### src/pid_pkg.sv
package pid_pkg;

  localparam int DATA_WIDTH_DEF = 32;
  localparam int FRAC_BITS      = 16;
  localparam int FIELD_W        = 32;
  localparam int REG_W          = 31;
  localparam int CFG_IDX_W      = 3;
  localparam int ERR_DIFF_W     = 34;

  // Register map
  localparam logic [CFG_IDX_W-1:0] REG_GAIN_P         = 3'd0;
  localparam logic [CFG_IDX_W-1:0] REG_GAIN_I         = 3'd1;
  localparam logic [CFG_IDX_W-1:0] REG_GAIN_D         = 3'd2;
  localparam logic [CFG_IDX_W-1:0] REG_INTEGRAL_LIMIT = 3'd3;
  localparam logic [CFG_IDX_W-1:0] REG_STEP_TIME      = 3'd4;
  localparam logic [CFG_IDX_W-1:0] REG_STEP_RATE      = 3'd5;

  localparam logic [REG_W-1:0] RST_GAIN           = 31'd0;
  localparam logic [REG_W-1:0] RST_INTEGRAL_LIMIT = 31'd6553600;
  localparam logic [REG_W-1:0] RST_STEP_TIME      = 31'd328;
  localparam logic [REG_W-1:0] RST_STEP_RATE      = 31'd13107200;

  // 180 and 360 degrees in Q16.16
  localparam logic signed [ERR_DIFF_W-1:0] ANGLE_HALF     = 34'sd11796480;
  localparam logic signed [ERR_DIFF_W-1:0] ANGLE_HALF_NEG = -34'sd11796480;
  localparam logic signed [ERR_DIFF_W-1:0] ANGLE_FULL     = 34'sd23592960;

  typedef struct packed {
    logic signed [FIELD_W-1:0] setpoint;
    logic signed [FIELD_W-1:0] measured_value;
    logic                      error_mode;
  } pid_in_t;

  typedef struct packed {
    logic signed [FIELD_W-1:0] drive;
    logic signed [FIELD_W-1:0] p_term;
    logic signed [FIELD_W-1:0] i_term;
    logic signed [FIELD_W-1:0] d_term;
  } pid_out_t;

endpackage

### src/pid_step_with_integral_clamp.sv
// Single-channel PID step in signed Q16.16. Each request carries a setpoint, a measurement and
// an error mode (1 wraps the angle difference once into +/-180 degrees); the block returns the
// saturated sum of the P, I and D terms and each term alone, keeps the clamped integral and the
// previous error between requests, and takes its gains, integral limit, loop period and its
// reciprocal from six 31-bit registers written through the cfg port; the user must write them
// only while no request is in flight; the block does not enforce it. The block takes no new
// request until the current one is done. The five products run one after another
// through a single shared 32 x 31 multiplier that takes one 32-bit slice of the operand per
// cycle, out of NC = ceil((DATA_WIDTH + 1) / 32) slices. The result sits in an output
// register, so the next request is taken while it waits to be read.
module pid_step_with_integral_clamp #(
  parameter int DATA_WIDTH = pid_pkg::DATA_WIDTH_DEF
) (
  input  logic                           clk_i,
  input  logic                           rst_ni,
  input  logic                           in_valid_i,
  output logic                           in_stall_o,
  input  pid_pkg::pid_in_t               in_data_i,
  output logic                           out_valid_o,
  input  logic                           out_stall_i,
  output pid_pkg::pid_out_t              out_data_o,
  input  logic                           cfg_we_i,
  input  logic [pid_pkg::CFG_IDX_W-1:0]  cfg_idx_i,
  input  logic [pid_pkg::REG_W-1:0]      cfg_data_i
);

  localparam int DW    = DATA_WIDTH;
  localparam int MW    = DW + 1;
  localparam int CHUNK = 32;
  localparam int NC    = (MW + CHUNK - 1) / CHUNK;
  localparam int MAGW  = NC * CHUNK;
  localparam int AW    = MAGW + CHUNK;
  localparam int PW    = CHUNK + pid_pkg::REG_W;
  localparam int RW    = MW + pid_pkg::FRAC_BITS;
  localparam int XW    = (RW > 62) ? RW : 62;
  localparam int SW    = XW + 2;
  localparam int OW    = (DW > pid_pkg::FIELD_W) ? DW : pid_pkg::FIELD_W;
  localparam int CNTW  = $clog2(NC + 1);
  localparam int EW    = pid_pkg::ERR_DIFF_W;

  localparam logic signed [SW-1:0] SAT_HI = {{(SW-DW+1){1'b0}}, {(DW-1){1'b1}}};
  localparam logic signed [SW-1:0] SAT_LO = ~SAT_HI;
  localparam logic signed [XW-1:0] TERM_HI = {{(XW-61){1'b0}}, 1'b1, {60{1'b0}}};
  localparam logic signed [XW-1:0] TERM_LO = -TERM_HI;

  localparam logic [2:0] S_IDLE = 3'd0;
  localparam logic [2:0] S_ERR  = 3'd1;
  localparam logic [2:0] S_LOAD = 3'd2;
  localparam logic [2:0] S_MUL  = 3'd3;
  localparam logic [2:0] S_POST = 3'd4;
  localparam logic [2:0] S_SUM  = 3'd5;

  localparam logic [2:0] PH_INT = 3'd0;
  localparam logic [2:0] PH_DER = 3'd1;
  localparam logic [2:0] PH_P   = 3'd2;
  localparam logic [2:0] PH_I   = 3'd3;
  localparam logic [2:0] PH_D   = 3'd4;

  function automatic logic signed [DW-1:0] sat_dw(input logic signed [SW-1:0] x);
    logic signed [SW-1:0] y;
    if (x > SAT_HI) begin
      y = SAT_HI;
    end else if (x < SAT_LO) begin
      y = SAT_LO;
    end else begin
      y = x;
    end
    return y[DW-1:0];
  endfunction

  function automatic logic signed [XW-1:0] limit_term(input logic signed [XW-1:0] x);
    logic signed [XW-1:0] y;
    if (x > TERM_HI) begin
      y = TERM_HI;
    end else if (x < TERM_LO) begin
      y = TERM_LO;
    end else begin
      y = x;
    end
    return y;
  endfunction

  function automatic logic [pid_pkg::FIELD_W-1:0] out32(input logic signed [DW-1:0] v);
    logic signed [OW-1:0] e;
    e = OW'(v);
    return e[pid_pkg::FIELD_W-1:0];
  endfunction

  // Control and state
  logic [2:0]              state_q, state_d;
  logic [2:0]              phase_q, phase_d;
  logic [CNTW-1:0]         cnt_q, cnt_d;
  logic                    out_valid_q, out_valid_d;
  logic signed [DW-1:0]    prev_q, prev_d;
  logic signed [DW-1:0]    integ_q, integ_d;
  logic [pid_pkg::REG_W-1:0] gain_p_q, gain_i_q, gain_d_q;
  logic [pid_pkg::REG_W-1:0] lim_q, step_time_q, step_rate_q;

  // Datapath
  pid_pkg::pid_in_t        in_q, in_d;
  pid_pkg::pid_out_t       out_q, out_d;
  logic signed [DW-1:0]    err_q, err_d;
  logic signed [DW-1:0]    deriv_q, deriv_d;
  logic signed [XW-1:0]    p_q, p_d, i_q, i_d, d_q, d_d;
  logic [MAGW-1:0]         mag_q, mag_d;
  logic                    neg_q, neg_d;
  logic [pid_pkg::REG_W-1:0] mulb_q, mulb_d;
  logic signed [AW-1:0]    acc_q, acc_d;

  // Combinational helpers
  logic signed [EW-1:0]    diff, wrapped;
  logic signed [MW-1:0]    opa, opb, dif_ab, dif_ba;
  logic [pid_pkg::REG_W-1:0] op_gain;
  logic [MW-1:0]           op_mag;
  logic [CHUNK-1:0]        chunk;
  logic [PW-1:0]           prod;
  logic signed [AW-1:0]    prod_ext, acc_sh;
  logic signed [RW-1:0]    res;
  logic signed [RW:0]      isum, ilim_pos, ilim_neg, iclamp;
  logic signed [SW-1:0]    drive_sum;
  logic                    in_acc, out_acc, sum_go;

  assign in_acc  = in_valid_i && (state_q == S_IDLE);
  assign out_acc = out_valid_q && !out_stall_i;
  assign sum_go  = !out_valid_q || !out_stall_i;

  assign in_stall_o  = (state_q != S_IDLE);
  assign out_valid_o = out_valid_q;
  assign out_data_o  = out_q;

  // Error with optional single angle wrap
  always_comb begin
    diff = EW'(in_q.setpoint) - EW'(in_q.measured_value);
    if (in_q.error_mode && (diff > pid_pkg::ANGLE_HALF)) begin
      wrapped = diff - pid_pkg::ANGLE_FULL;
    end else if (in_q.error_mode && (diff < pid_pkg::ANGLE_HALF_NEG)) begin
      wrapped = diff + pid_pkg::ANGLE_FULL;
    end else begin
      wrapped = diff;
    end
  end

  // Operand for the next product, as sign and magnitude
  always_comb begin
    opb = '0;
    unique case (phase_q)
      PH_INT: begin
        opa     = MW'(err_q);
        op_gain = step_time_q;
      end
      PH_DER: begin
        opa     = MW'(err_q);
        opb     = MW'(prev_q);
        op_gain = step_rate_q;
      end
      PH_P: begin
        opa     = MW'(err_q);
        op_gain = gain_p_q;
      end
      PH_I: begin
        opa     = MW'(integ_q);
        op_gain = gain_i_q;
      end
      default: begin
        opa     = MW'(deriv_q);
        op_gain = gain_d_q;
      end
    endcase
    dif_ab = opa - opb;
    dif_ba = opb - opa;
    op_mag = dif_ab[MW-1] ? dif_ba : dif_ab;
  end

  // Shared multiplier: one slice of the magnitude per cycle, most significant first
  assign chunk    = mag_q[MAGW-1 -: CHUNK];
  assign prod     = chunk * mulb_q;
  assign prod_ext = $signed({{(AW-PW){1'b0}}, prod});
  assign acc_sh   = acc_q <<< CHUNK;
  assign res      = acc_q[RW+pid_pkg::FRAC_BITS-1:pid_pkg::FRAC_BITS];

  // Integral accumulate and clamp
  always_comb begin
    isum     = (RW+1)'(res) + (RW+1)'(integ_q);
    ilim_pos = $signed({{(RW+1-pid_pkg::REG_W){1'b0}}, lim_q});
    ilim_neg = -ilim_pos;
    if (isum > ilim_pos) begin
      iclamp = ilim_pos;
    end else if (isum < ilim_neg) begin
      iclamp = ilim_neg;
    end else begin
      iclamp = isum;
    end
  end

  assign drive_sum = SW'(p_q) + SW'(i_q) + SW'(d_q);

  always_comb begin
    state_d     = state_q;
    phase_d     = phase_q;
    cnt_d       = cnt_q;
    out_valid_d = out_valid_q;
    prev_d      = prev_q;
    integ_d     = integ_q;
    in_d        = in_q;
    out_d       = out_q;
    err_d       = err_q;
    deriv_d     = deriv_q;
    p_d         = p_q;
    i_d         = i_q;
    d_d         = d_q;
    mag_d       = mag_q;
    neg_d       = neg_q;
    mulb_d      = mulb_q;
    acc_d       = acc_q;

    if (out_acc) begin
      out_valid_d = 1'b0;
    end

    unique case (state_q)
      S_IDLE: begin
        if (in_acc) begin
          in_d    = in_data_i;
          state_d = S_ERR;
        end
      end
      S_ERR: begin
        err_d   = sat_dw(SW'(wrapped));
        phase_d = PH_INT;
        state_d = S_LOAD;
      end
      S_LOAD: begin
        mag_d   = MAGW'(op_mag);
        neg_d   = dif_ab[MW-1];
        mulb_d  = op_gain;
        acc_d   = '0;
        cnt_d   = CNTW'(NC - 1);
        state_d = S_MUL;
      end
      S_MUL: begin
        acc_d = neg_q ? (acc_sh - prod_ext) : (acc_sh + prod_ext);
        mag_d = mag_q << CHUNK;
        cnt_d = cnt_q - 1'b1;
        if (cnt_q == '0) begin
          state_d = S_POST;
        end
      end
      S_POST: begin
        state_d = S_LOAD;
        unique case (phase_q)
          PH_INT: begin
            integ_d = sat_dw(SW'(iclamp));
            phase_d = PH_DER;
          end
          PH_DER: begin
            deriv_d = sat_dw(SW'(res));
            phase_d = PH_P;
          end
          PH_P: begin
            p_d     = limit_term(XW'(res));
            phase_d = PH_I;
          end
          PH_I: begin
            i_d     = limit_term(XW'(res));
            phase_d = PH_D;
          end
          default: begin
            d_d     = limit_term(XW'(res));
            state_d = S_SUM;
          end
        endcase
      end
      S_SUM: begin
        // hold until the output register is free
        if (sum_go) begin
          out_d.drive  = out32(sat_dw(drive_sum));
          out_d.p_term = out32(sat_dw(SW'(p_q)));
          out_d.i_term = out32(sat_dw(SW'(i_q)));
          out_d.d_term = out32(sat_dw(SW'(d_q)));
          out_valid_d  = 1'b1;
          prev_d       = err_q;
          state_d      = S_IDLE;
        end
      end
      default: begin
        state_d = S_IDLE;
      end
    endcase
  end

  always_ff @(posedge clk_i or negedge rst_ni) begin
    if (!rst_ni) begin
      state_q     <= S_IDLE;
      phase_q     <= PH_INT;
      cnt_q       <= '0;
      out_valid_q <= 1'b0;
      prev_q      <= '0;
      integ_q     <= '0;
      gain_p_q    <= pid_pkg::RST_GAIN;
      gain_i_q    <= pid_pkg::RST_GAIN;
      gain_d_q    <= pid_pkg::RST_GAIN;
      lim_q       <= pid_pkg::RST_INTEGRAL_LIMIT;
      step_time_q <= pid_pkg::RST_STEP_TIME;
      step_rate_q <= pid_pkg::RST_STEP_RATE;
    end else begin
      state_q     <= state_d;
      phase_q     <= phase_d;
      cnt_q       <= cnt_d;
      out_valid_q <= out_valid_d;
      prev_q      <= prev_d;
      integ_q     <= integ_d;
      if (cfg_we_i) begin
        unique case (cfg_idx_i)
          pid_pkg::REG_GAIN_P:         gain_p_q    <= cfg_data_i;
          pid_pkg::REG_GAIN_I:         gain_i_q    <= cfg_data_i;
          pid_pkg::REG_GAIN_D:         gain_d_q    <= cfg_data_i;
          pid_pkg::REG_INTEGRAL_LIMIT: lim_q       <= cfg_data_i;
          pid_pkg::REG_STEP_TIME:      step_time_q <= cfg_data_i;
          pid_pkg::REG_STEP_RATE:      step_rate_q <= cfg_data_i;
          default: begin
            // drop writes beyond the register map
          end
        endcase
      end
    end
  end

  always_ff @(posedge clk_i) begin
    in_q    <= in_d;
    out_q   <= out_d;
    err_q   <= err_d;
    deriv_q <= deriv_d;
    p_q     <= p_d;
    i_q     <= i_d;
    d_q     <= d_d;
    mag_q   <= mag_d;
    neg_q   <= neg_d;
    mulb_q  <= mulb_d;
    acc_q   <= acc_d;
  end

`ifndef ASSERT_OFF
  a_accept_starts: assert property (@(posedge clk_i) disable iff (!rst_ni)
    in_valid_i && !in_stall_o |=> state_q == S_ERR)
    else $error("accepted request did not start the error step");

  a_valid_from_sum: assert property (@(posedge clk_i) disable iff (!rst_ni)
    $rose(out_valid_q) |-> $past(state_q) == S_SUM)
    else $error("result raised outside the sum step");

  a_sum_holds: assert property (@(posedge clk_i) disable iff (!rst_ni)
    state_q == S_SUM && out_valid_q && out_stall_i |=> state_q == S_SUM && out_valid_q)
    else $error("pending result overwritten");

  a_last_phase: assert property (@(posedge clk_i) disable iff (!rst_ni)
    state_q == S_POST && phase_q == PH_D |=> state_q == S_SUM)
    else $error("sequencer did not reach the sum step after the last product");

  a_mul_count: assert property (@(posedge clk_i) disable iff (!rst_ni)
    state_q == S_MUL |-> cnt_q < CNTW'(NC))
    else $error("slice counter out of range");
`endif

endmodule
### config.mk
export PLATFORM = sky130hd
export DESIGN_NAME = pid_step_with_integral_clamp
export DESIGN_NICKNAME = d
export VERILOG_FILES = /design/src/pid_pkg.sv /design/src/pid_step_with_integral_clamp.sv
export SDC_FILE = /design/constraint.sdc
export NUM_CORES = 2
export LEC_CHECK = 0
export ABC_AREA = 1
export BUFFER_PORTS_ARGS = -buffer_cell sky130_fd_sc_hd__buf_2
export CORE_MARGIN = 5
export CORE_UTILIZATION = 50
export CTS_CLUSTER_DIAMETER = 50
export CTS_CLUSTER_SIZE = 8
export DETAILED_ROUTE_END_ITERATION = 7
export PLACE_DENSITY = 0.66
export RECOVER_POWER = 25
export SKIP_LAST_GASP = 1
export SYNTH_ARGS = -nofsm -noshare
export SYNTH_HDL_FRONTEND = slang
export SYNTH_SLANG_ARGS = --single-unit
### constraint.sdc
create_clock -name clk_i -period 17.85 [get_ports clk_i]
set_input_delay 1.785 -clock clk_i [delete_from_list [all_inputs] [get_ports clk_i]]
set_output_delay 1.785 -clock clk_i [all_outputs]
set_load 0.03 [all_outputs]
### Yosys cells after proc, flatten, opt, wreduce, memory -nomap -nowiden

Index checks and enable logic that the tools add are counted.

* add/sub/neg operators: 12
* multiply operators: 1
* divide/modulo/power cells: 0
* order comparisons: 20
* equal/unequal tests: 17
* shift-type cells: 0
* mux-type cells: 32
* bitwise logic cells: 1
* reduce and logical (&&, ||, !) cells: 31

Operators with widths (number)
* 32-bit 2-to-1 mux: 8
* 62-bit by 32-bit > comparator with 1-bit output, second input constant: 3
* 62-bit by 32-bit < comparator with 1-bit output, second input constant: 3
* 65-bit case mux with 2 select lines: 1
* 64-bit case mux with 2 select lines: 1
* 62-bit 2-to-1 mux: 2
* 31-bit case mux with 4 select lines: 1
* 50-bit 2-to-1 mux: 2
* 34-bit 2-to-1 mux: 2
* 33-bit 2-to-1 mux: 2
* 33-bit case mux with 2 select lines: 1
* 33-bit subtractor: 2
* 65-bit by 64-bit adder with 65-bit output: 1
* 65-bit 2-to-1 mux: 1
* 65-bit by 64-bit subtractor with 65-bit output: 1
* 63-bit by 62-bit adder with 64-bit output: 1
* 64-bit by 32-bit > comparator with 1-bit output, second input constant: 1
* 64-bit by 32-bit < comparator with 1-bit output, second input constant: 1
* 62-bit by 62-bit adder with 63-bit output: 1
* 32-bit by 31-bit multiplier with 63-bit output: 1
* 49-bit by 62-bit > comparator with 1-bit output, second input constant: 1
* 49-bit by 61-bit < comparator with 1-bit output, second input constant: 1
* 49-bit by 32-bit adder with 50-bit output: 1
* 50-bit by 32-bit > comparator with 1-bit output: 1
* other kinds (37): 74

* register bits after elaboration: 863
* latch bits: 0
* memory bits (writable): 0
* ROM bits: 0
* input bits: 104
* output and inout port bits: 130
* memories: 0

### Longest topological paths before layout

* depth after elaboration: 7
* gate-level depth with buffers: 53
* mapped depth without buffers: 51

### Least setup slack after synthesis

Ideal clock, no wire load.

* path kind: register to register
* from: reg mulb_q[6] in the netlist's numbering
* to: reg acc_q[59], data pin
* data arrival time: 9019 ps
* slack: 8576 ps
* cell stages (with the launch flop): 45
* cell sequence: edfxtp_1 -> clkbuf_1 -> nand2_1 -> inv_1 -> fa_1 -> fa_1 -> fa_1 -> inv_1 -> fa_1 -> inv_1 -> fa_1 -> inv_1 -> fa_1 -> inv_1 -> fa_1 -> inv_1 -> fa_1 -> inv_1 -> (+9 left out) -> a21oi_1 -> o21ai_0 -> xor2_1 -> ha_1 -> clkbuf_1 -> a21oi_1 -> inv_1 -> a31oi_1 -> a21boi_0 -> inv_1 -> nand2_1 -> nand2_1 -> a21boi_0 -> o21ai_0 -> o21ai_0 -> inv_1 -> a21oi_1 -> nor2_1

* word-level cells in the longest chain between the ends: 4
* elaborated cells on any way between the ends: 5
* those cells by class: add/sub: 2; mul: 1; mux: 2

RTL lines
* from (decl): RTL line pid_step_with_integral_clamp.sv:107 `logic [pid_pkg::REG_W-1:0] mulb_q, mulb_d;`
* from (signal assigned): RTL line pid_step_with_integral_clamp.sv:338 `mulb_q <= mulb_d;`
* 32-bit by 31-bit multiplier with 63-bit output (*): RTL line pid_step_with_integral_clamp.sv:176 `assign prod = chunk * mulb_q;`
* 65-bit by 64-bit adder with 65-bit output / 65-bit by 64-bit subtractor with 65-bit output (equally long branches): RTL line pid_step_with_integral_clamp.sv:241 `acc_d = neg_q ? (acc_sh - prod_ext) : (acc_sh + prod_ext);`
* 65-bit 2-to-1 mux (*): RTL line pid_step_with_integral_clamp.sv:241
* 65-bit case mux with 2 select lines (*): RTL line pid_step_with_integral_clamp.sv:220 `unique case (state_q)`
* to (signal assigned): RTL line pid_step_with_integral_clamp.sv:339 `acc_q <= acc_d;`
* to (decl): RTL line pid_step_with_integral_clamp.sv:108 `logic signed [AW-1:0] acc_q, acc_d;`

Mark *: on every way between the ends. The rest lies on a longest branch, timed or not.
A chain may end at the register's enable or synchronous reset.

### Final worst setup path

* from: reg mag_q[44]
* to: reg acc_q[56], data pin

* word-level cells in the longest chain between the ends: 4
* elaborated cells on any way between the ends: 5
* those cells by class: add/sub: 2; mul: 1; mux: 2

RTL lines
* from (decl): RTL line pid_step_with_integral_clamp.sv:105 `logic [MAGW-1:0] mag_q, mag_d;`
* from (signal assigned): RTL line pid_step_with_integral_clamp.sv:336 `mag_q <= mag_d;`
* 32-bit by 31-bit multiplier with 63-bit output (*): RTL line pid_step_with_integral_clamp.sv:176
* 65-bit by 64-bit adder with 65-bit output / 65-bit by 64-bit subtractor with 65-bit output (equally long branches): RTL line pid_step_with_integral_clamp.sv:241
* 65-bit 2-to-1 mux (*): RTL line pid_step_with_integral_clamp.sv:241
* 65-bit case mux with 2 select lines (*): RTL line pid_step_with_integral_clamp.sv:220

Marked as above.

==> summary.md <==
| Metric | Value |
|---|---|
| Most common cell on crit path | inv_1 |
| Number of synthesized flops with an enable pin | 565 |
| Simple logic cell fraction of the synthesized area | ~18% |
| Die W | 428 um |
| Mapped Cells | 10964 |
| FF-to-FF path depth | 45 |
| Final Hold Vio Count | 0 |
| Initial antenna violation count | 18 |
| Async S/R FF share, synth | 31.4% |
| Post-synth top cells | nand2_1 (2620), inv_1 (2501), fa_1 (921) |
| Final net count | 12690 |
| CP Capture Type | flip-flop |
| Top-area cell type share of the netlist area | between 20% and 30% |
| Area grow syn2layout | 9.21% |
| Post-Route WL | 308000 um |
| Largest cells by area after synthesis | fa_1 (21%), edfxtp_1 (19%), nand2_1 (11%), inv_1 (11%), ha_1 (8.6%) |
| Synth Area in Adders | roughly 30% |
| Type of origin of the critical path | flip-flop |
| Placement Setup Slack | roughly 6.5 ns |
| Setup TNS | 0 ns |
| Global placement routability congestion | 1.04 |
| HP Start | gain_i_q[11] |
| Mapped Area | between 0.08 and 0.09 mm2 |
| Core area | 0.174 mm2 |
| DR iter-0 viols | 7069 |
| Maxcap violations | 4 |
| RSZ-0062 raised after global routing | no |
| Crit path max fanout | 17 |
| Yosys cell types | a little over 70 |
| Worst R2R End | acc_q[56] |
| Clk slew on worst S/H paths | ~0.050 ns |
| Worst min path class | flip-flop to flip-flop |
| Compound-Gate Fraction of Synth Area | 10.4% |
| Worst setup skew after layout | 0.0525 ns |
| CP max stage cell | fa_1 |
| Post-synthesis sequential area ratio | a little over a quarter |
| Gr ovfl total | 0 |
| Status | finished with violations |
| Final period util | about 64% |
| Starting Density | 50.2% |
| # DRC | 0 |
| Layout cells sized above 1 | around 5.8% |
| Initial DRT Pass Iterations | 6 |
| Row cnt | 153 |
| H-tree depth | 4 |
| Hold path depth | 2 |
| Hold Crit Endpoint | gain_i_q[11] |
| Total global-route track usage | 33.8% |
| Slew Viols, Final | 245 |
| First-pass GRT wire length | 465000 um |
| Die height | 428 um |
| Via density | 5.54 |
| Hold Worst Slack | 0.479 ns |
| Reg2reg setup slack | 6.40 ns |
| Largest net degree at the start of global routing | between 150 and 200 |
| FF+latch count, synth | 824 |
| Post-DRT Antenna Nets | 0 |
| Number of buffers added on ports | 233 |
| Post-CTS Setup Inserts | 0 |
| CTS Sinks | 824 |
| Post-synthesis xor/xnor area fraction | 2.25% |
| Critical path class | flip-flop to flip-flop |
| Post-placement cell count | roughly 13000 |
| IO Pins | ~230 |
| CP top delay family | adder cells |
| Dpl hpwl | 241000 um |
| Num CTS Buffers | between 100 and 150 |
| Largest family of logic cells by synthesized area | adder cells |
| Count leader, synth | nand2_1 |
| CTS tree | done |
| CP arrival | 11.96 ns |
| Final WS setup | 6.40 ns |
| Slew Limit Headroom | -341% |
| Vias in the first global route | between 70000 and 80000 |
| Syn Area/Cell | between 7 and 8 um2 |
| Synth Warn # | 0 |
| Worst R2R Start | mag_q[44] |
| Biggest area consumer among synthesized cells | fa_1 |
| CP Data Required Time | 18.36 ns |
| Hold_buf cts | 0 |
| Tmin final | 11.45 ns |
| Detailed-route via count | 74790 |
| Die area | 0.183 mm2 |
| Top FF cell, synth | edfxtp_1 |
| Violated checks | capacitance limit, slew limit |
| Worst path bufs/invs | 12 |
| Routed WL per cell | 22.8 um |
| Clock latency on the worst-skew pair | roughly 0.80 ns |
| Clk root buf | clkbuf_16 |
| Cts repair resizes | 0 |
| Clock Path Buffers | 3 |
| Final setup violation count | 0 |
| Post-synthesis mux area share | 0.128% |
| Syn Nets | 12588 |
| Non-Filler Instances | 13499 |
| Worst-Margin Slew | ~6.6 ns |
| CP peak stage delay | 0.54 ns |
| Max frequency | 0.0873 GHz |
-- cell usage in the layout (no fill, tap or decap), drive strengths merged, types with 29 or more instances in the layout --
cell	instances
nand4	103
a21oi	667
o211ai	30
fa	921
nand3	254
a221o	33
o21a	62
xnor2	69
o21ai	595
edfxtp	565
nand2	2636
inv	2509
o21bai	29
nor4	35
nor2	704
clkbuf	203
buf	337
clkinv	35
nor3	91
xor2	150
dfrtp	250
a22oi	33
ha	599
a31oi	54
-- per-stage QoR --
| step | instance area, um2 | util [%] |
|---|---|---|
| final | 95200 | 54.8 |
| after floorplan | 87200 | - |
| after global placement | 90700 | 52.3 |
| after CTS | 95200 | 54.8 |
| after global routing | 95200 | 54.8 |
| after detailed placement | 90700 | 52.3 |
-- worst min-delay path: stages, from the launching register on --
cell and delay, ns:
dfrtp_1 0.34, nand2_1 0.05, o21ai_0 0.06
-- routing by layer --
layer	global-route usage, %	routed length, um	vias up
met5	0	69	-
met4	15.4	15700	10
met3	8.95	31900	690
met2	53.1	138000	3421
met1	44.1	123000	36486
li1	-	-	34183
-- cells by family after synthesis --
kind of cell | Yosys count
fa+ha+maj | 1520
flops | 824
compound gates | 1608
simple gates | 3884
xor+xnor | 219
mux | 11
buf+inv | 2898
-- cell type report --
class | count | area [um2]
Antenna cell | 11 | 27.5
Clock buffer | 194 | 3850
Tap cell | 2325 | 2910
Fill cell | 16418 | 78500
Clock inverter | 47 | 609
Sequential cell | 824 | 23500
Multi-Input combinational cell | 7242 | 52900
Inverter | 2510 | 9420
Timing Repair Buffer | 346 | 2010
-- how the worst max path moves through the flow --
stage          slack, ns  cells past startpoint      start        end
4_1_cts             6.46                     45  mag_q[44]  acc_q[56]
5_1_grt             5.92                     41  mag_q[48]  acc_q[56]
6_report            6.40                     45  mag_q[44]  acc_q[56]
3_5_place_dp        6.48                     45  mag_q[44]  acc_q[56]
3_3_place_gp        6.45                     45  mag_q[44]  acc_q[56]
2_1_floorplan       8.58                     44  mulb_q[6]  acc_q[59]
-- state kept, by name, indices dropped and copies added (netlist names), 32 cells and up --
signal,flops
in_q,65
d_q,49
p_q,49
acc_q,65
prev_q,32
integ_q,32
deriv_q,32
err_q,32
i_q,49
out_data_o,128
mag_q,64
Power is not shown: default switching activity piles up to over one toggle a cycle in this logic, so the estimate is an artifact.
